--- src/hdl/ffha_pkg.sv ---
`default_nettype none
package ffha_pkg;

  // Arena geometry
  localparam int PAGE_BYTES   = 4096;
  localparam int MAX_PAGES    = 8;
  localparam int HEADER_BYTES = 8;
  localparam int PAGE_SHIFT   = $clog2(PAGE_BYTES);
  localparam int ARENA_BYTES  = PAGE_BYTES * MAX_PAGES;
  localparam int DEPTH        = (ARENA_BYTES + 3) / 4;
  localparam int IDX_W        = $clog2(DEPTH);
  localparam int OFF_W        = $clog2(ARENA_BYTES) + 1;
  localparam int SIZE_W       = 17;
  localparam int PAGE_W       = $clog2(MAX_PAGES + 1);
  localparam int ENTRY_W      = SIZE_W + 1;

  // Result status codes
  localparam logic [1:0] ST_DONE     = 2'd0;
  localparam logic [1:0] ST_OOM      = 2'd1;
  localparam logic [1:0] ST_NOTFOUND = 2'd2;

  // Opcodes of an input item
  localparam logic OPC_ALLOC = 1'b0;
  localparam logic OPC_FREE  = 1'b1;

  // Datapath micro-operations
  localparam logic [3:0] OP_NONE     = 4'd0;
  localparam logic [3:0] OP_INIT     = 4'd1;
  localparam logic [3:0] OP_LOAD     = 4'd2;
  localparam logic [3:0] OP_RD_OFF   = 4'd3;
  localparam logic [3:0] OP_STEP     = 4'd4;
  localparam logic [3:0] OP_A_TAKE   = 4'd5;
  localparam logic [3:0] OP_A_REST   = 4'd6;
  localparam logic [3:0] OP_GROW     = 4'd7;
  localparam logic [3:0] OP_RESTART  = 4'd8;
  localparam logic [3:0] OP_M_HOLD   = 4'd9;
  localparam logic [3:0] OP_M_MERGE  = 4'd10;
  localparam logic [3:0] OP_M_ADV    = 4'd11;
  localparam logic [3:0] OP_F_MATCH  = 4'd12;
  localparam logic [3:0] OP_F_WRITE  = 4'd13;
  localparam logic [3:0] OP_FAIL_OOM = 4'd14;
  localparam logic [3:0] OP_FAIL_NF  = 4'd15;

  typedef struct packed {
    logic [3:0] op;
    logic       publish;
  } ffha_cmd_t;

  typedef struct packed {
    logic in_free;
    logic off_lt_end;
    logic fit;
    logic rd_free;
    logic rnxt_lt_end;
    logic mnxt_lt_end;
    logic addr_match;
    logic pages_full;
  } ffha_stat_t;

  // Byte offset to header store index, clamped to the last entry
  function automatic logic [IDX_W-1:0] hdr_idx(input logic [OFF_W-1:0] off);
    logic [OFF_W-3:0] w;
    w = off[OFF_W-1:2];
    if (w >= (OFF_W-2)'(DEPTH)) hdr_idx = IDX_W'(DEPTH - 1);
    else hdr_idx = w[IDX_W-1:0];
  endfunction

endpackage
`default_nettype wire

--- src/hdl/ffha_ctrl.sv ---
`default_nettype none
module ffha_ctrl (
  input  wire logic                 clk,
  input  wire logic                 rst,
  input  wire logic                 in_valid,
  output logic                      in_ready,
  output logic                      out_valid,
  input  wire logic                 out_ready,
  input  wire ffha_pkg::ffha_stat_t st,
  output ffha_pkg::ffha_cmd_t       cmd
);

  localparam logic [3:0] S_INIT   = 4'd0;
  localparam logic [3:0] S_IDLE   = 4'd1;
  localparam logic [3:0] S_A_RD   = 4'd2;
  localparam logic [3:0] S_A_CHK  = 4'd3;
  localparam logic [3:0] S_A_REST = 4'd4;
  localparam logic [3:0] S_GROW   = 4'd5;
  localparam logic [3:0] S_M_RD   = 4'd6;
  localparam logic [3:0] S_M_CHK  = 4'd7;
  localparam logic [3:0] S_M_NX   = 4'd8;
  localparam logic [3:0] S_M_ADV  = 4'd9;
  localparam logic [3:0] S_F_RD   = 4'd10;
  localparam logic [3:0] S_F_CHK  = 4'd11;
  localparam logic [3:0] S_F_NX   = 4'd12;
  localparam logic [3:0] S_DONE   = 4'd13;

  logic [3:0] state;
  logic [3:0] state_next;
  logic       can_pub;

  assign in_ready = state == S_IDLE;
  assign can_pub  = !out_valid || out_ready;

  // Next state and command
  always_comb begin
    state_next  = state;
    cmd.op      = ffha_pkg::OP_NONE;
    cmd.publish = 1'b0;
    case (state)
      S_INIT: begin
        cmd.op     = ffha_pkg::OP_INIT;
        state_next = S_IDLE;
      end
      S_IDLE: begin
        if (in_valid) begin
          cmd.op     = ffha_pkg::OP_LOAD;
          state_next = (st.in_free == ffha_pkg::OPC_FREE) ? S_F_RD : S_A_RD;
        end
      end
      S_A_RD: begin
        if (st.off_lt_end) begin
          cmd.op     = ffha_pkg::OP_RD_OFF;
          state_next = S_A_CHK;
        end else begin
          state_next = S_GROW;
        end
      end
      S_A_CHK: begin
        if (st.fit) begin
          cmd.op     = ffha_pkg::OP_A_TAKE;
          state_next = S_A_REST;
        end else begin
          cmd.op     = ffha_pkg::OP_STEP;
          state_next = S_A_RD;
        end
      end
      S_A_REST: begin
        cmd.op     = ffha_pkg::OP_A_REST;
        state_next = S_DONE;
      end
      S_GROW: begin
        if (st.pages_full) begin
          cmd.op     = ffha_pkg::OP_FAIL_OOM;
          state_next = S_DONE;
        end else begin
          cmd.op     = ffha_pkg::OP_GROW;
          state_next = S_M_RD;
        end
      end
      S_M_RD: begin
        if (st.off_lt_end) begin
          cmd.op     = ffha_pkg::OP_RD_OFF;
          state_next = S_M_CHK;
        end else begin
          cmd.op     = ffha_pkg::OP_RESTART;
          state_next = S_A_RD;
        end
      end
      S_M_CHK: begin
        if (st.rd_free && st.rnxt_lt_end) begin
          cmd.op     = ffha_pkg::OP_M_HOLD;
          state_next = S_M_NX;
        end else begin
          cmd.op     = ffha_pkg::OP_STEP;
          state_next = S_M_RD;
        end
      end
      S_M_NX: begin
        if (st.rd_free) begin
          cmd.op     = ffha_pkg::OP_M_MERGE;
          state_next = st.mnxt_lt_end ? S_M_NX : S_M_ADV;
        end else begin
          cmd.op     = ffha_pkg::OP_M_ADV;
          state_next = S_M_RD;
        end
      end
      S_M_ADV: begin
        cmd.op     = ffha_pkg::OP_M_ADV;
        state_next = S_M_RD;
      end
      S_F_RD: begin
        if (st.off_lt_end) begin
          cmd.op     = ffha_pkg::OP_RD_OFF;
          state_next = S_F_CHK;
        end else begin
          cmd.op     = ffha_pkg::OP_FAIL_NF;
          state_next = S_DONE;
        end
      end
      S_F_CHK: begin
        if (st.addr_match) begin
          cmd.op     = ffha_pkg::OP_F_MATCH;
          state_next = S_F_NX;
        end else begin
          cmd.op     = ffha_pkg::OP_STEP;
          state_next = S_F_RD;
        end
      end
      S_F_NX: begin
        cmd.op     = ffha_pkg::OP_F_WRITE;
        state_next = S_DONE;
      end
      S_DONE: begin
        if (can_pub) begin
          cmd.publish = 1'b1;
          state_next  = S_IDLE;
        end
      end
      default: state_next = S_INIT;
    endcase
  end

  always_ff @(posedge clk) begin
    if (rst) begin
      state     <= S_INIT;
      out_valid <= 1'b0;
    end else begin
      state <= state_next;
      if (cmd.publish) out_valid <= 1'b1;
      else if (out_ready) out_valid <= 1'b0;
    end
  end

endmodule
`default_nettype wire

--- config.mk ---
export PLATFORM = sky130hd
export DESIGN_NAME = ffha_ctrl
export DESIGN_NICKNAME = d
export VERILOG_FILES = /design/src/hdl/ffha_pkg.sv /design/src/hdl/ffha_ctrl.sv
export SDC_FILE = /design/constraint.sdc
export NUM_CORES = 1
export LEC_CHECK = 0
export ABC_AREA = 1
export BUFFER_PORTS_ARGS = -buffer_cell sky130_fd_sc_hd__buf_2
export CAP_MARGIN = 20
export CORE_UTILIZATION = 45
export DETAILED_ROUTE_END_ITERATION = 8
export GPL_ROUTABILITY_DRIVEN = 0
export PLACE_DENSITY = 0.72
export SETUP_SLACK_MARGIN = 0.15
export SYNTH_ARGS = -nofsm -noshare
export SYNTH_HDL_FRONTEND = slang
export SYNTH_SLANG_ARGS = --single-unit
export TNS_END_PERCENT = 100
--- constraint.sdc ---
create_clock -name clk -period 2.4 [get_ports clk]
set_input_delay 0.36 -clock clk [delete_from_list [all_inputs] [get_ports clk]]
set_output_delay 0.36 -clock clk [all_outputs]
set_load 0.02 [all_outputs]
* Yosys cells after proc, flatten, opt, wreduce, memory -nomap -nowiden
Cells that the tools add are included.
** Storage, ports and cells
- Bits in registers :: 5
- Output and inout bits :: 7
- Word-level logic and storage cells :: 51
** Cells by class
- Equality and inequality tests :: 15
- Muxes and demuxes :: 27
- Reduce and logical (&&, ||, !) cells :: 7
** Operators with widths (count)
- $pmux W4 S13 :: 2
- $mux W4 :: 11
- $eq A4 B4 Y1 const B :: 6
- $eq A4 B3 Y1 const B :: 4
- $mux W3 :: 5
- $eq A4 B2 Y1 const B :: 2
- $mux W1 :: 7
- $eq A4 B1 Y1 const B :: 1
- $logic_not A4 Y1 :: 1
- $mux W2 :: 2
- $ne A2 B2 Y1 const B :: 2
- $reduce_and A2 Y1 :: 1
- $reduce_bool A2 Y1 :: 1
- $reduce_or A2 Y1 :: 1
- $logic_and A1 B1 Y1 :: 1
- $logic_not A1 Y1 :: 1
- $logic_or A1 B1 Y1 :: 1

* Longest topological paths before layout
Gate-level depths: netlist of the first run.
- Depth after elaboration :: 5
- Depth in mapped cells :: 10

* Worst setup path before layout of the first run
Ideal clock, no wire load.
- Path kind :: reg-to-output
- From :: register state[1]
- To :: output cmd[2] (netlist name)
- Arrival time :: 1.204 ns
- Data required time :: 2.040 ns
- Setup slack :: 0.836 ns
- Stages on the path, launching flop included :: 7
- Path buffers :: 1
- Path through :: dfxtp_1 buf_2 inv_1 nand2_1 nor2_1 a211oi_1 nand3_1
** RTL lines
- from (decl) :: RTL line ffha_ctrl.sv:28 : logic [3:0] state;
- from (signal assigned) :: RTL line ffha_ctrl.sv:149 : state <= state_next;
- to (decl) :: RTL line ffha_ctrl.sv:10 : output ffha_pkg::ffha_cmd_t cmd

==> results of run 1 <==
power by group:
part,switching [mW],leakage (nW),internal [mW]
registers,0.0441,0.0410,0.107
logic,0.336,0.399,0.164
clock network,0.0337,0.0150,0.0628
registers in the layout, summed over array words and instances, names as in the netlist:
register,flops
state,4
out_valid,1
worst register-to-register path: stages (launching register included):
cell     delay, ps
dfxtp_1        460
inv_1          110
nor2_1         260
nand3_1        170
nand2_1        100
nor2_1          50
nand2_1         70
nand2_1         50
nor2_1          70
how the worst min path moves through the flow:
stage                   start         to  depth (start not counted)
finish                    rst   state[1]                          2
global placement    out_valid  out_valid                          4
CTS                       rst   state[1]                          2
floorplan                 rst   state[3]                          1
global route              rst   state[2]                          2
detailed placement  out_valid  out_valid                          4
logic make-up after synthesis:
kind of cell / after synthesis / share of synthesized area [%]
AOI/OAI and AO/OA: 10 / 9.24
buffers and inverters: 20 / 12.5
DFF: 5 / 16.4
and+or+nand+nor: 85 / 61.8
layout by cell type (no fill, tap or decap):
cell type,instances
nand2_1,34
nor2_4,1
nand4_1,2
a21oi_1,1
clkbuf_1,1
nand3b_1,2
nor2_1,21
nand3_1,18
inv_2,4
inv_1,15
buf_2,18
o21ai_0,5
a211oi_1,1
o21ai_1,2
clkbuf_4,3
a221oi_1,1
dfxtp_1,5
nand2_2,1
nor3_1,2
nor2_2,4
stage by stage:
step / total power [mW] / setup slack, ps / hold slack (ps)
final: 0.748 / 329 / 341
after global routing: 0.811 / 213 / 344
after CTS: 0.744 / 371 / 337
after detailed placement: 0.647 / 616 / 574
after global placement: 0.642 / 600 / 581
after floorplan: 0.513 / 836 / 429
final cells by class:
class,instances,area (µm²)
Clock buffer,4,26.3
Fill cell,126,448
Inverter,19,71.3
Multi-Input combinational cell,95,433
Sequential cell,5,100
Tap cell,14,17.5
Timing Repair Buffer,18,90.1
metal layers:
layer,share of wire (%),global-route usage (%)
met1,48,38.0
met2,43,43.3
met3,7.4,8.67
met4,0.84,5.17
met5,0,0
==> key figures, run 1 <==
Outcome
  – Run status: finished clean

Setup path
  – Most frequent CP cell: o21ai_0
  – Crit path kind: flop to primary output
  – CP startpoint: state[1]
  – WP buf/inv: 2
  – End point of the critical path: cmd[4]
  – Levels on crit path: 7
  – Reg2Reg Depth: 8
  – Worst EP arrival: 1710 ps
  – Critical Path Source Type: flop
  – Critical-path cell list: inv_1 -> nor2_1 -> nand2_1 -> o21ai_0 -> nor3_1 -> o21ai_0 -> buf_2
  – CP endpoint kind: primary output
  – Reg2reg start: state[1]
  – Reg2Reg Setup Slack: 1000 ps
  – CP required: 2040 ps
  – Worst R2R End: state[1]
  – CP max stage delay: 460 ps
  – Critical path's slowest cell: dfxtp_1
  – Crit path max-delay family: flip-flops
  – Crit path max fanout: 8

Synth
  – Top cells by area, synth: nand2_1 21%, dfxtp_1 16%, nand3_1 15%
  – Top cell type by total area after synthesis: nand2_1
  – Yosys top cell area share: roughly a fifth
  – Syn Nets: 132
  – Mapped Cells: 120
  – Cell with the most instances after synthesis: nand2_1
  – Primary FF master, synth: dfxtp_1
  – Mapped Area: 609 µm²
  – Post-synth top cells: 34 x nand2_1, 21 x nor2_1, 18 x nand3_1
  – Ys async rst share: 0%
  – Sequential area share after synthesis: 16.4%
  – Number of enable flip-flop cells after synthesis: 0
  – Post-synthesis average cell area: 5.08 µm²
  – Syn. warnings: 0
  – Yosys cell types: 18
  – #FFs+latches synth: 5

Clock network
  – Worst-skew pair later-pin latency: 240 ps
  – CTS tree: done
  – Clock sinks: 5
  – CTS max path bufs: 2
  – CTS Buf Count: 3
  – Number of H-tree levels: 1
  – Hold Buf Count CTS: 0
  – Clk pin slew, worst setup/hold paths: 40 ps
  – Root buffer cell: clkbuf_4
  – Post-CTS Setup Bufs: 0
  – PostCTS Resize Cnt: 0

Power and ir drop
  – Max rail drop VDD: approximately 0.47 mV
  – LEAKAGE: approximately 0.45 nW
  – Pwr Density: 1010 mW/mm²

Job
  – Max-cap violations: 0

Timing
  – # setup viols final: 0
  – Setup tns final: 0 ps
  – Max Fclk: 0.483 GHz
  – Hold Vio Cnt, Final: 0
  – Slew headroom: 75.5%
  – Tmin final: 2070 ps
  – Max-slew violations: 0
  – Post-Route Skew: 0.328 ps
  – RSZ-0062 raised after global routing: false
  – Slew @ Worst Pin: 367 ps
  – Part of the cycle the worst path needs: 86.3%

Die
  – Initial Util: 51.4%
  – FP Rows: 12
  – Core Region: 0.00119 mm²
  – # IOs: 19
  – Die Ht: 38.8 µm
  – Die area: ~0.0015 mm²
  – Die X-Extent: just under 40 µm

Layout
  – Share of layout cells above drive strength 1: 22.0%
  – Fin area: 738 µm²
  – Net count, final: between 150 and 200
  – N_diodes: 0
  – Finished Layout Cells: between 150 and 200
  – Final core occ: 62.2%
  – Area growth syn-to-layout: 21.1%

Routing
  – DRC Markers: 0
  – Via count: 823
  – Total iterations of the first detailed-routing run: 4
  – Starting DRT DRC Count: 48
  – Routed len/inst: 10.8 µm
  – Total Wirelength: 1670 µm
  – Remaining antenna violation count after routing: 0
  – Via density: between 5 and 6

GRT
  – Initial antenna violation count: 0
  – Largest net degree at the start of global routing: 9
  – Vias in the first global route: between 700 and 800
  – First-pass GRT wire length: 2890 µm
  – GRT overflow: 0
  – GRT Util Overall: 28.0%

Placed design
  – Placed Instance Area: 712 µm²
  – PortBufs: 18
  – Placed cells: 151
  – Post-DP HPWL: 1410 µm

Worst hold path
  – Hold Path Class: input port to flop
Power figures use the tool's default switching activity.
==> run 2: changes to the inputs <==
CORE_AREA = 8 8 45 47   (was default)
CORE_UTILIZATION = default   (was 45)
DIE_AREA = 0 0 53 55   (was default)
PLACE_DENSITY = 0.73   (was 0.72)
==> run 2 against run 1 <==
Compared with the run above: sequential share of layout area hardly changed; count of clock-buffer cells in the layout stayed put; die area is 94% higher; via count is 0.97% higher; sequential power hardly changed; non-clock buffer count stayed put; global-route usage is 14 points lower; fmax is 2.2% higher; critical path type unchanged; setup slack better by 45 ps; first-iteration DRC count is 46% lower; largest cell class unchanged; largest power group unchanged; worst hold slack worse by 6.5 ps; clock power is 2% lower.
==> key figures, run 2 (synthesis results as in run 1) <==
GRT
  – GRT overflow: 0 (unchanged)
  – Largest net degree at the start of global routing: 9 (unchanged)
  – GRT Util Overall: 13.7% (-14 points)
  – Initial antenna violation count: 0 (unchanged)
  – First-pass GRT wire length: 3040 µm (+5.0%)
  – Vias in the first global route: 809 (+12%)

Layout
  – Share of layout cells above drive strength 1: 22.0% (unchanged)
  – Area growth syn-to-layout: 21.6%
  – Net count, final: 154 (unchanged)
  – Largest Register: state
  – Most frequent cells in the layout: 34 x nand2_1, 21 x nor2_1, 18 x nand3_1, 18 x buf_2, 15 x inv_1
  – Largest regs: state (4), out_valid (1)
  – Commonest non-fill, non-tap cell in the layout: nand2_1
  – N_diodes: 0 (unchanged)
  – Max FFs per register: 4 (unchanged)

Job
  – Max-cap violations: 0 (unchanged)

Worst hold path
  – Worst hold stages: 2 (unchanged)
  – Worst Hold Path EP: out_valid
  – Hold Path Class: input port to flop
  – Hold path start: rst

Power and ir drop
  – Comb power frac: 66.9% (about the same)
  – Cell internal pwr: 0.334 mW (about the same)
  – LEAKAGE: 0.455 nW (unchanged)
  – Max rail drop VDD: 0.482 mV (+1.6%)
  – Seq pwr share: 20.5% (+0.3 points)
  – Sw power: 0.420 mW (+1.4%)
  – Clock Power Share: 12.6% (-0.3 points)
  – Switching Share: 55.7% (+0.35 points)
  – Pwr Density: 1020 mW/mm² (+0.44%)

Clock network
  – Number of H-tree levels: 1 (unchanged)
  – Hold Buf Count CTS: 0 (unchanged)
  – Clock sinks: 5 (unchanged)
  – Clk pin slew, worst setup/hold paths: 40 ps (about the same)
  – CTS max path bufs: 2 (unchanged)
  – Worst-skew pair later-pin latency: 240 ps (about the same)
  – Post-CTS Setup Bufs: 0 (unchanged)
  – CTS Buf Count: 3 (unchanged)
  – PostCTS Resize Cnt: 0 (unchanged)
  – Root buffer cell: clkbuf_4
  – CTS tree: done

Placed design
  – Post-DP HPWL: 1590 µm (+13%)
  – Place WS: 635 ps (+18.3 ps)
  – PortBufs: 18 (unchanged)

Setup path
  – WP buf/inv: 2 (unchanged)
  – Critical-path cell list: inv_1 -> nor2_1 -> nand2_1 -> o21ai_0 -> nor3_1 -> o21ai_0 -> buf_2
  – Critical Path Source Type: flop
  – CP max stage delay: 450 ps (about the same)
  – Most frequent CP cell: o21ai_0
  – Crit path max fanout: 8 (unchanged)
  – Worst EP arrival: 1670 ps (-40 ps)
  – Crit path max-delay family: flip-flops
  – CP required: 2040 ps (about the same)
  – Reg2Reg Setup Slack: 1000 ps (about the same)
  – Reg2Reg Depth: 8 (unchanged)
  – Crit path kind: flop to primary output
  – CP endpoint kind: primary output
  – Levels on crit path: 7 (unchanged)
  – Reg2reg start: state[1]
  – Critical path's slowest cell: dfxtp_1
  – Worst R2R End: state[2]

Timing
  – Part of the cycle the worst path needs: 84.4% (-1.9 points)
  – Slew headroom: 75.7% (+0.26 points)
  – # setup viols final: 0 (unchanged)
  – Max Fclk: 0.494 GHz (+2.2%)
  – Slew @ Worst Pin: 364 ps (-3.01 ps)
  – Setup tns final: 0 ps (unchanged)
  – Hold Vio Cnt, Final: 0 (unchanged)
  – Max-slew violations: 0 (unchanged)
  – Post-route worst setup slack: 374 ps (+44.8 ps)
  – Tmin final: 2030 ps (-44.8 ps)
  – Post-Route Skew: 1.40 ps (+1.07 ps)
  – RSZ-0062 raised after global routing: false

Die
  – Core Region: 0.00138 mm² (+17%)
  – Die X-Extent: 53 µm (+37%)
  – # IOs: 19 (unchanged)
  – Die Ht: 55 µm (+42%)
  – Initial Util: 44.0% (-7.3 points)
  – Die area: 0.00292 mm² (+94%)
  – FP Rows: 14 (+2)

Routing
  – DRC Markers: 0 (unchanged)
  – Remaining antenna violation count after routing: 0 (unchanged)
  – Total iterations of the first detailed-routing run: 4 (unchanged)
  – Routed len/inst: 12.0 µm (+11%)
  – Total Wirelength: 1880 µm (+12%)
  – Starting DRT DRC Count: 26 (-46%)
  – Via density: 5.29 (-0.31%)
  – Via count: 831 (+0.97%)

Outcome
  – Run status: finished clean
run 2: how the worst max path moves through the flow:
stage	startpoint	end	slack, ps
after floorplan	state[1]	cmd[2]	840
after global placement	state[1]	cmd[4]	620
after detailed placement	state[1]	cmd[4]	630
after CTS	state[1]	cmd[4]	370
after global routing	state[1]	cmd[4]	210
final	state[1]	cmd[4]	370
run 2: routing by layer:
layer,global-route usage (%),vias to the layer above,wire (µm)
met2,24.2,40,909
met1,13.9,358,779
li1,-,426,-
met4,12.1,0,55
met3,1.87,7,133
met5,0,-,0
run 2: cell type report:
class	instances	area [µm²]
Multi-Input combinational cell	95	433
Clock buffer	4	26.3
Tap cell	16	20.0
Fill cell	165	643
Timing Repair Buffer	18	90.1
Inverter	19	71.3
Sequential cell	5	100
run 2: per-stage QoR:
stage | total power [mW] | instances | cell area, µm² | hold WS [ps] | utilization [%]
after CTS | 0.755 | 157 | 741 | 331 | 53.5
after global routing | 0.828 | 157 | 741 | 334 | 53.5
after detailed placement | 0.656 | 153 | 714 | 572 | 51.6
after floorplan | 0.513 | 120 | 609 | 429 | -
after global placement | 0.648 | 153 | 714 | 577 | 51.6
final | 0.754 | 157 | 741 | 335 | 53.5
run 2: power by group through the flow:
stage	Clock, mW	Combinational (mW)	Sequential (mW)
after floorplan	0	0.373	0.140
after global placement	0	0.497	0.151
after detailed placement	0	0.501	0.155
after CTS	0.0998	0.502	0.153
after global routing	0.105	0.564	0.159
final	0.0948	0.504	0.154
run 2: worst register-to-register path, stage by stage, from the launching register on:
cell and delay, ps:
dfxtp_1 450, inv_1 100, nor2_1 260, nand3_1 180, nand2_1 100, nor2_1 40
nand3_1 90, nor2_1 50, nor2_1 70
